### src/design/tos_pkg.sv
// ============================================================================
// tos_pkg
// Shared types and codes for the typed operand stack: command and status
// codes, type tags, the stored entry and the shift control for the cell chain.
// ============================================================================
`default_nettype none

package tos_pkg;

    // Storage depth defaults and fixed field widths
    localparam int STACK_DEPTH_DEF = 32;
    localparam int CAP_W           = 6;
    localparam int DEPTH_W         = 6;
    localparam int VALUE_W         = 64;
    localparam int TAG_W           = 3;
    localparam logic [CAP_W-1:0] CAP_RESET = 6'd32;

    // Type tags
    localparam logic [TAG_W-1:0] TAG_NONE   = 3'd0;
    localparam logic [TAG_W-1:0] TAG_INT    = 3'd1;
    localparam logic [TAG_W-1:0] TAG_OBJECT = 3'd5;

    typedef enum logic [2:0] {
        CMD_PUSH        = 3'd0,
        CMD_POP_CHECKED = 3'd1,
        CMD_POP_ANY     = 3'd2,
        CMD_DUP         = 3'd3,
        CMD_PEEK        = 3'd4
    } cmd_t;

    typedef enum logic [1:0] {
        ST_OK        = 2'd0,
        ST_OVERFLOW  = 2'd1,
        ST_UNDERFLOW = 2'd2,
        ST_MISMATCH  = 2'd3
    } status_t;

    // One stack entry
    typedef struct packed {
        logic [VALUE_W-1:0] value;
        logic [TAG_W-1:0]   tag;
    } entry_t;

    // Shift control broadcast to every cell
    typedef struct packed {
        logic push;   // every cell takes its upper neighbor
        logic pop;    // every cell takes its lower neighbor
    } shift_ctrl_t;

endpackage

`default_nettype wire

### src/design/tos_cell.sv
// ============================================================================
// tos_cell
// One stack slot. On push it takes the entry from the slot above it, on pop
// the entry from the slot below it, and otherwise it holds.
// ============================================================================
`default_nettype none

module tos_cell (
    input  wire                        aclk,
    input  wire tos_pkg::shift_ctrl_t  ctrl,
    input  wire tos_pkg::entry_t       from_above,
    input  wire tos_pkg::entry_t       from_below,
    output tos_pkg::entry_t            entry
);
    import tos_pkg::*;

    entry_t entry_reg;

    // Slot storage, payload only
    always_ff @(posedge aclk) begin
        if (ctrl.push) begin
            entry_reg <= from_above;
        end else if (ctrl.pop) begin
            entry_reg <= from_below;
        end
    end

    assign entry = entry_reg;

endmodule

`default_nettype wire

### src/design/tos_ctrl.sv
// ============================================================================
// tos_ctrl
// Command decode, depth counter and result register. Drives the shift control
// and the entry fed into the top cell; reads the top cell for pops, peeks and dups.
// ============================================================================
`default_nettype none

module tos_ctrl #(
    parameter int STACK_DEPTH = tos_pkg::STACK_DEPTH_DEF
) (
    input  wire                          aclk,
    input  wire                          aresetn,
    input  wire  [tos_pkg::CAP_W-1:0]    capacity_limit,
    // command side
    input  wire                          in_valid,
    output logic                         in_ready,
    input  wire  [2:0]                   in_cmd,
    input  wire  [tos_pkg::TAG_W-1:0]    in_tag,
    input  wire  [tos_pkg::VALUE_W-1:0]  in_value,
    // cell chain
    input  wire tos_pkg::entry_t         top_entry,
    output tos_pkg::shift_ctrl_t         shift,
    output tos_pkg::entry_t              new_entry,
    // result side
    output logic                         out_valid,
    input  wire                          out_ready,
    output logic [tos_pkg::VALUE_W-1:0]  out_value,
    output logic [tos_pkg::TAG_W-1:0]    out_tag,
    output logic [1:0]                   out_status,
    output logic [tos_pkg::DEPTH_W-1:0]  out_depth
);
    import tos_pkg::*;

    // Depth never exceeds the 6-bit limit or the storage
    localparam int LimitCap = (STACK_DEPTH < 63) ? STACK_DEPTH : 63;

    logic [DEPTH_W-1:0] depth_reg, depth_next;
    logic               valid_reg;
    logic [VALUE_W-1:0] value_reg, value_next;
    logic [TAG_W-1:0]   tag_reg, tag_next;
    status_t            status_reg, status_next;

    logic [DEPTH_W-1:0] lim;
    logic               fire, empty, full, tag_ok;

    assign in_ready = !valid_reg || out_ready;
    assign fire     = in_valid && in_ready;

    // Effective limit and stack conditions
    assign lim    = (int'(capacity_limit) > LimitCap) ? DEPTH_W'(LimitCap) : capacity_limit;
    assign empty  = (depth_reg == '0);
    assign full   = (depth_reg >= lim);
    assign tag_ok = (in_tag >= TAG_INT) && (in_tag <= TAG_OBJECT);

    // Command decode
    always_comb begin
        shift       = '0;
        new_entry   = '{value: in_value, tag: in_tag};
        depth_next  = depth_reg;
        value_next  = '0;
        tag_next    = TAG_NONE;
        status_next = ST_OK;
        case (cmd_t'(in_cmd))
            CMD_PUSH: begin
                if (!tag_ok) begin
                    status_next = ST_MISMATCH;
                end else if (full) begin
                    status_next = ST_OVERFLOW;
                end else begin
                    shift.push = 1'b1;
                    depth_next = depth_reg + 1'b1;
                end
            end
            CMD_POP_CHECKED, CMD_POP_ANY: begin
                if (empty) begin
                    status_next = ST_UNDERFLOW;
                end else begin
                    shift.pop  = 1'b1;
                    depth_next = depth_reg - 1'b1;
                    value_next = top_entry.value;
                    tag_next   = top_entry.tag;
                    if (cmd_t'(in_cmd) == CMD_POP_CHECKED && top_entry.tag != in_tag) begin
                        status_next = ST_MISMATCH;
                    end
                end
            end
            CMD_DUP: begin
                new_entry = top_entry;
                if (empty) begin
                    status_next = ST_UNDERFLOW;
                end else if (full) begin
                    status_next = ST_OVERFLOW;
                end else begin
                    shift.push = 1'b1;
                    depth_next = depth_reg + 1'b1;
                end
            end
            CMD_PEEK: begin
                if (!empty) begin
                    value_next = top_entry.value;
                    tag_next   = top_entry.tag;
                end
            end
            default: begin
            end
        endcase
        // Only an accepted item moves the chain
        if (!fire) begin
            shift = '0;
        end
    end

    // Control state
    always_ff @(posedge aclk) begin
        if (!aresetn) begin
            depth_reg <= '0;
            valid_reg <= 1'b0;
        end else begin
            if (fire) begin
                depth_reg <= depth_next;
                valid_reg <= 1'b1;
            end else if (out_ready) begin
                valid_reg <= 1'b0;
            end
        end
    end

    // Result payload
    always_ff @(posedge aclk) begin
        if (fire) begin
            value_reg  <= value_next;
            tag_reg    <= tag_next;
            status_reg <= status_next;
        end
    end

    assign out_valid  = valid_reg;
    assign out_value  = value_reg;
    assign out_tag    = tag_reg;
    assign out_status = status_reg;
    assign out_depth  = depth_reg;

endmodule

`default_nettype wire

### src/design/typed_operand_stack_unit.sv
// ============================================================================
// typed_operand_stack_unit
// Operand stack of tagged 64-bit entries built as a chain of shifting cells,
// with the top of stack always in the first cell.
// ============================================================================
//
//  channel   dir   ports       contents
//  -------   ---   ---------   ---------------------------------------------
//  s_        in    tdata/tuser command, type tag, push value
//  m_        out   tdata/tuser result value, depth, result type, status
//  apb       in    p*          capacity_limit at address 0
//
//  One item per cycle while m_ does not stall: the whole chain shifts in
//  the cycle an item is accepted, since every command touches only the top cell.
//  The result sits in an output register in the cycle after acceptance; a new
//  item is taken in the same cycle that result is taken.
//  A stall on m_ holds the result and drops s_tready.
//  Reset clears the depth and sets capacity_limit to 32; cells hold no reset.
//
`default_nettype none

module typed_operand_stack_unit #(
    parameter int STACK_DEPTH = tos_pkg::STACK_DEPTH_DEF
) (
    input  wire         aclk,
    input  wire         aresetn,
    // input items
    input  wire         s_tvalid,
    output logic        s_tready,
    input  wire  [63:0] s_tdata,   // [63:0] push_value
    input  wire  [7:0]  s_tuser,   // [2:0] command, [5:3] type_tag, [7:6] zero
    // result items
    output logic        m_tvalid,
    input  wire         m_tready,
    output logic [71:0] m_tdata,   // [63:0] result_value, [69:64] depth_after, [71:70] zero
    output logic [7:0]  m_tuser,   // [2:0] result_type, [4:3] status, [7:5] zero
    // configuration
    input  wire         psel,
    input  wire         penable,
    input  wire         pwrite,
    input  wire  [2:0]  paddr,
    input  wire  [31:0] pwdata,
    output logic [31:0] prdata,
    output logic        pready
);
    import tos_pkg::*;

    localparam int LimitCap  = (STACK_DEPTH < 63) ? STACK_DEPTH : 63;
    localparam int CellCount = LimitCap;

    logic [CAP_W-1:0]   cap_reg;
    entry_t             entries [CellCount];
    entry_t             new_entry;
    shift_ctrl_t        shift;
    logic [VALUE_W-1:0] res_value;
    logic [TAG_W-1:0]   res_tag;
    logic [1:0]         res_status;
    logic [DEPTH_W-1:0] res_depth;

    // Configuration register
    assign pready = 1'b1;
    always_ff @(posedge aclk) begin
        if (!aresetn) begin
            cap_reg <= CAP_RESET;
        end else if (psel && penable && pwrite && paddr[2] == 1'b0) begin
            cap_reg <= pwdata[CAP_W-1:0];
        end
    end
    assign prdata = (paddr[2] == 1'b0) ? {{(32-CAP_W){1'b0}}, cap_reg} : 32'd0;

    // Command decode and result register
    tos_ctrl #(
        .STACK_DEPTH (STACK_DEPTH)
    ) u_ctrl (
        .aclk           (aclk),
        .aresetn        (aresetn),
        .capacity_limit (cap_reg),
        .in_valid       (s_tvalid),
        .in_ready       (s_tready),
        .in_cmd         (s_tuser[2:0]),
        .in_tag         (s_tuser[5:3]),
        .in_value       (s_tdata),
        .top_entry      (entries[0]),
        .shift          (shift),
        .new_entry      (new_entry),
        .out_valid      (m_tvalid),
        .out_ready      (m_tready),
        .out_value      (res_value),
        .out_tag        (res_tag),
        .out_status     (res_status),
        .out_depth      (res_depth)
    );

    // Cell chain, top of stack in cell 0
    for (genvar i = 0; i < CellCount; i++) begin : g_cell
        entry_t above, below;
        if (i == 0) begin : g_top
            assign above = new_entry;
        end else begin : g_mid
            assign above = entries[i-1];
        end
        if (i == CellCount - 1) begin : g_bottom
            assign below = '0;
        end else begin : g_inner
            assign below = entries[i+1];
        end
        tos_cell u_cell (
            .aclk       (aclk),
            .ctrl       (shift),
            .from_above (above),
            .from_below (below),
            .entry      (entries[i])
        );
    end

    // Result packing
    assign m_tdata = {2'b00, res_depth, res_value};
    assign m_tuser = {3'b000, res_status, res_tag};

endmodule

`default_nettype wire
### config.mk
export PLATFORM = sky130hd
export DESIGN_NAME = typed_operand_stack_unit
export DESIGN_NICKNAME = d
export VERILOG_FILES = /design/src/design/tos_pkg.sv /design/src/design/tos_cell.sv /design/src/design/tos_ctrl.sv /design/src/design/typed_operand_stack_unit.sv
export SDC_FILE = /design/constraint.sdc
export NUM_CORES = 2
export LEC_CHECK = 0
export BUFFER_PORTS_ARGS = -buffer_cell sky130_fd_sc_hd__buf_2
export CAP_MARGIN = 30
export CORE_MARGIN = 8
export CORE_UTILIZATION = 55
export DETAILED_ROUTE_END_ITERATION = 12
export HOLD_SLACK_MARGIN = 0.12
export PLACE_DENSITY_LB_ADDON = 0.3
export SYNTH_ARGS = -nofsm -noshare
export SYNTH_HDL_FRONTEND = slang
export SYNTH_SLANG_ARGS = --single-unit
### constraint.sdc
create_clock -name aclk -period 84.9 [get_ports aclk]
set_clock_uncertainty 0.1 [all_clocks]
set_input_delay 16.98 -clock aclk [delete_from_list [all_inputs] [get_ports aclk]]
set_output_delay 16.98 -clock aclk [all_outputs]
set_load 0.01 [all_outputs]
# After elaboration in Yosys (flattened, before gate mapping)
# Index checks and enable logic that the tools add are counted.
[op_classes] addsub=2 n_mul=0 n_div=0 order_cmp=4 eq_ne=9 n_shift=0 mux=87 bitwise=2 n_reduce_logical=18
[ops] operator="$mux 67" count=65
[ops] operator="$mux 6" count=6
[ops] operator="$pmux 6 s3" count=1
[ops] operator="$mux 2" count=5
[ops] operator="$mux 1" count=8
[ops] operator="$add 6x1->6 const B" count=1
[ops] operator="$eq 3x2->1 const B" count=2
[ops] operator="$ge 6x6->1" count=1
[ops] operator="$gt 6x6->1 const B" count=1
[ops] operator="$logic_and 1x1->1" count=6
[ops] operator="$logic_not 6->1" count=1
[ops] operator="$ne 2x2->1 const B" count=3
[ops] operator="$pmux 2 s3" count=1
[ops] operator="$sub 6x1->6 const B" count=1
[ops] operator="$reduce_and 5->1" count=1
[ops] operator="$reduce_bool 2->1" count=2
[ops] operator="$reduce_or 2->1" count=2
[ops] operator="$eq 3x1->1 const B" count=1
[ops] operator="$eq 3x3->1 const B" count=1
[ops] operator="$ge 3x1->1 const B" count=1
[ops] operator="$le 3x3->1 const B" count=1
[ops] operator="$logic_not 3->1" count=1
[ops] operator="$ne 3x3->1" count=1
[ops] operator="$reduce_bool 3->1" count=1
[ops] operator="7 further kinds" count=8
[word_totals] regBits=2226 latchBits=0 ramBits=0 mem_bits_ro=0 input_bits=114 output_inout_bits=115 elab_cells=192 n_memories=0

# Logic depth before layout (Yosys ltp)
[logic_depth] depth_word=9 depth_mapped=13

# Cells and area by module
# Synthesis repeated with hierarchy kept, for this count alone.
[unflattened] hier_cells=4970 hier_area_um2=97838.8
[modules_own_cells] mod="tos_cell" n_inst=32 cells_each=143 area_per_inst_um2=2909.0 seq_area_each_um2=2011.9
[modules_own_cells] mod="tos_ctrl" n_inst=1 cells_each=327 area_per_inst_um2=4194.0 seq_area_each_um2=2212.1
[modules_own_cells] mod="typed_operand_stack_unit" n_inst=1 cells_each=67 area_per_inst_um2=555.5 seq_area_each_um2=120.1

# Worst setup path after synthesis
# Ideal clock, no wire load.
[synth_path] path_type="input-to-reg" from="input m_tready" to="register g_cell[10].u_cell.entry_reg (netlist bit g_cell[10].u_cell.entry[0]) (enable)" arrival_ps=52016 t_required_ps=70847 path_slack_ps=18831 path_stages=5 path_buffers=0 cell_sequence="nand2b_1 nand2_1 inv_1 nand3_1 nand2_1"
[synth_via] elab_chain_cells=4
[synth_rtl] element="start, declared" line="typed_operand_stack_unit.sv:34" source="input wire m_tready,"
[synth_rtl] element="$logic_or 1x1->1" line="tos_ctrl.sv:46" source="assign in_ready = !valid_reg || out_ready;"
[synth_rtl] element="$logic_and 1x1->1" line="tos_ctrl.sv:47" source="assign fire = in_valid && in_ready;"
[synth_rtl] element="named net u_ctrl.fire" line="tos_ctrl.sv:44" source="logic fire, empty, full, tag_ok;"
[synth_rtl] element="$mux 2" line="tos_ctrl.sv:108" source="if (!fire) begin"
[synth_rtl] element="$reduce_bool 2->1 (no line)"
[synth_rtl] element="end signal, assigned" line="tos_cell.sv:22" source="entry_reg <= from_above;"
[synth_rtl] element="end signal, assigned" line="tos_cell.sv:24" source="entry_reg <= from_below;"
[synth_rtl] element="end, declared" line="tos_cell.sv:17" source="entry_t entry_reg;"
# The timed path passes the listed nets, and every way through them passes these cells.
# A chain may end at the register's enable or synchronous reset.

# Worst setup path in the final report
[layout_path] from="input paddr[2]" to="output prdata[2]"
[layout_via] elab_chain_cells=1
[layout_rtl] element="start, declared" line="typed_operand_stack_unit.sv:41" source="input wire [2:0] paddr,"
[layout_rtl] element="$mux 6" line="typed_operand_stack_unit.sv:69" source="assign prdata = (paddr[2] == 1'b0) ? {{(32-CAP_W){1'b0}}, cap_reg} : 32'd0;"
[layout_rtl] element="end, declared" line="typed_operand_stack_unit.sv:43" source="output logic [31:0] prdata,"
# No other way between the ends.

==> flow_metrics.py <==
metrics = {
    "sta": {
        "min_period_ns": 34.49,
        "setup_violations": 0,
        "slew_headroom_pct": 9.70,
        "tightestPinTransition_ns": 1.35,
        "min_period_over_period_pct": 40.6,
        "finalHoldViolCount": 0,
        "whs_ns": 0.415,
        "drv_slew": 0,
        "setup-tns-final_ns": 0,
        "rsz0062_at_grt": "false",
        "fmax_mhz": 29.0,
    },
    "critical_path": {
        "r2r-end": "g_cell[1].u_cell.entry[24]$_DFFE_PP_",
        "cp_data_arrival_time_ns": 17.41,
        "r2r_slack_ns": 77.76,
        "reg2reg_depth": 14,
        "cp.required_ns": 67.82,
        "critPathMaxFanout": 7,
        "critPathLaunchType": "primary input",
        "reg2reg_from": "cap_reg[5]$_SDFFE_PN1P_",
        "setup.worst_path.end_class": "output port",
        "path_class": "in -> out",
    },
    "cells_and_area": {
        "design_area_um2": 103000,
        "layout-drive-gt1-share_pct": 5.83,
        "area_growth_pct": 8.59,
        "stdcell_count": 11700,
        "largest_reg_flops": 2144,
        "num-nets-final": 9327,
    },
    "clocking": {
        "cts_resized": 0,
        "cts_buffers": 211,
        "cts_max_level": 4,
        "cts_hold_buf": 0,
        "cts_tree": "built",
        "cts_buffer_depth": 3,
        "cts-root-buf": "clkbuf_16",
        "cts_setup_buffers": 0,
        "path_clk_slew_ns": 0.06,
        "insertion_delay_ns": 0.83,
        "cts.sinks": 2226,
    },
    "power_and_ir_drop": {
        "power_mw": 2.38,
        "p_leak_nw": 43.2,
        "power.density_nw_per_um2": 23.1,
        "ir_worst_vdd_mv": 0.0191,
    },
    "floorplan": {
        "io_pins": 229,
        "core-area_um2": 172000,
        "dieArea_um2": 187000,
        "rows": 152,
        "die_h_um": 432,
        "die_w_um": 432,
        "start_util_pct": 55.4,
    },
    "min_path": {
        "holdPathEnd": "g_cell[30].u_cell.entry[3]$_DFFE_PP_",
        "holdCritPathClass": "reg -> reg",
        "whs_path_depth": 2,
        "holdCritStartpoint": "g_cell[31].u_cell.entry[3]$_SDFFCE_PN0P_",
    },
    "synth": {
        "synth_ff_type": "edfxtp_1",
        "synth-async-reset-ratio_pct": 0,
        "synth_area_um2": 95200,
        "syn_avg_cell_area_um2": 10.3,
        "syn_inst": 9229,
        "yosysUniqueCellTypes": 42,
        "yosysWarningCount": 0,
        "synth.yosys.seq_area_share_pct": 70.1,
        "synth-edff-count": 2213,
        "yosys_register_bits": 2226,
    },
    "placed_design": {
        "dpl.cell_count": 11300,
        "placed_cell_area_um2": 96300,
        "hpwlAfterDp_um": 90700,
        "place_congestion": 0.740,
        "io_buffers": 166,
    },
    "routing": {
        "drc": 0,
        "drtIter0Drc": 6597,
        "wl_per_cell_um": 13.6,
        "via_per_inst": 5.02,
        "vias": 58600,
        "first_pass_iters": 5,
        "routed_wl_um": 159000,
        "ant_nets": 0,
    },
    "status": {
        "status": "complete, no violations",
    },
    "global_routing": {
        "grt_pass1_vias": 53200,
        "antenna_found_initial": 2,
        "grt_pass1_wl_um": 269000,
        "grtUsageTotal_pct": 16.6,
        "grt_overflow": 0,
        "grt_max_degree": 256,
    },
    "flow_run": {
        "drv_cap": 0,
    },
}
==> cell type report <==
class                      instances  area (um2)
sequential                      2226       66700
clock buffer                     262        5630
timing repair buffer             245        1910
fill                           13600       68400
clock inverter                   124        1010
antenna                            2        5.00
multi-input combinational       6511       25100
inverter                           7        26.3
tap                             2310        2890
==> worst max-delay path by stage <==
| stage | start | endpoint | slack, ns | cells after the start |
|---|---|---|---|---|
| after floorplan | m_tready | g_cell[10].u_cell.entry[0]$_DFFE_PP_ | 18.83 | 5 |
| after global placement | m_tready | s_tready | 50.44 | 3 |
| after detailed placement | paddr[2] | prdata[2] | 50.41 | 3 |
| after CTS | paddr[2] | prdata[2] | 50.41 | 3 |
| after global routing | paddr[2] | prdata[2] | 50.37 | 3 |
| final | paddr[2] | prdata[2] | 50.41 | 3 |
==> synth_stat cells (2+ instances only) <==
library cell,instances,area (um2)
dfxtp_1,13,260
nand2b_1,3,18.8
nor3_1,8,40.0
mux2i_1,5,50.1
nor2_1,12,45.0
a211oi_1,2,15.0
and2_1,134,838
nor2b_1,6,37.5
edfxtp_1,2213,66500
xor2_1,5,43.8
xnor2_1,3,26.3
buf_6,102,1150
inv_1,7,26.3
buf_8,10,150
buf_2,259,1300
a21oi_1,12,60.1
ha_1,10,125
nand2_1,6243,23400
a21o_1,3,22.5
conb_1,2,7.51
buf_4,74,556
o21ai_0,6,30.0
clkbuf_1,70,263
nand3_1,8,40.0
a31oi_1,2,12.5
==> metrics by stage <==
| step | setup WS [ns] | utilization, % |
|---|---|---|
| 2_1_floorplan | 18.83 | - |
| 6_report | 50.41 | 60.2 |
| 5_1_grt | 50.37 | 60.2 |
| 4_1_cts | 50.41 | 59.9 |
| 3_3_place_gp | 50.44 | 56.0 |
| 3_5_place_dp | 50.41 | 56.1 |
==> power by group <==
group | switching, mW | total [mW] | internal [mW]
registers | 0.0277 | 1.32 | 1.29
clock network | 0.394 | 0.912 | 0.519
logic | 0.104 | 0.149 | 0.0445
total | 0.526 | 2.38 | 1.86
==> critical path: stages <==
cell and delay (ns):
buf_2 0.14, nor2b_1 0.14, buf_2 0.15
==> cell usage in the layout, fill, tap and decap left out, types with 17 or more instances in the layout <==
cell       count
clkinv_2      50
buf_2        166
buf_4         50
and2_1       134
clkinv_1      50
bufinv_16     17
nand2_1     6242
clkbuf_1      43
conb_1        32
buf_16        17
edfxtp_1    2213
clkbuf_16    218
==> routing by layer <==
| metal | vias to the layer above | track usage, % | share of wire, % |
|---|---|---|---|
| met2 | 1464 | 22.5 | 41 |
| met3 | 186 | 2.79 | 5.8 |
| met1 | 27300 | 27.7 | 51 |
| met4 | 0 | 3.76 | 1.5 |
| li1 | 29700 | - | - |
| met5 | - | 0 | 0 |
==> logic make-up after synthesis <==
| group | after synthesis | share of synthesized area, % |
|---|---|---|
| AND/OR/NAND/NOR | 6421 | 25.8 |
| other | 2 | 0.00789 |
| buffers and inverters | 522 | 3.61 |
| AO/OA/AOI/OAI | 34 | 0.235 |
| XOR/XNOR | 8 | 0.0736 |
| multiplexers | 5 | 0.0526 |
| flip-flops | 2226 | 70.1 |
| adder cells (fa/ha/maj) | 11 | 0.153 |
No activity file was read; power rests on OpenSTA's default activity.
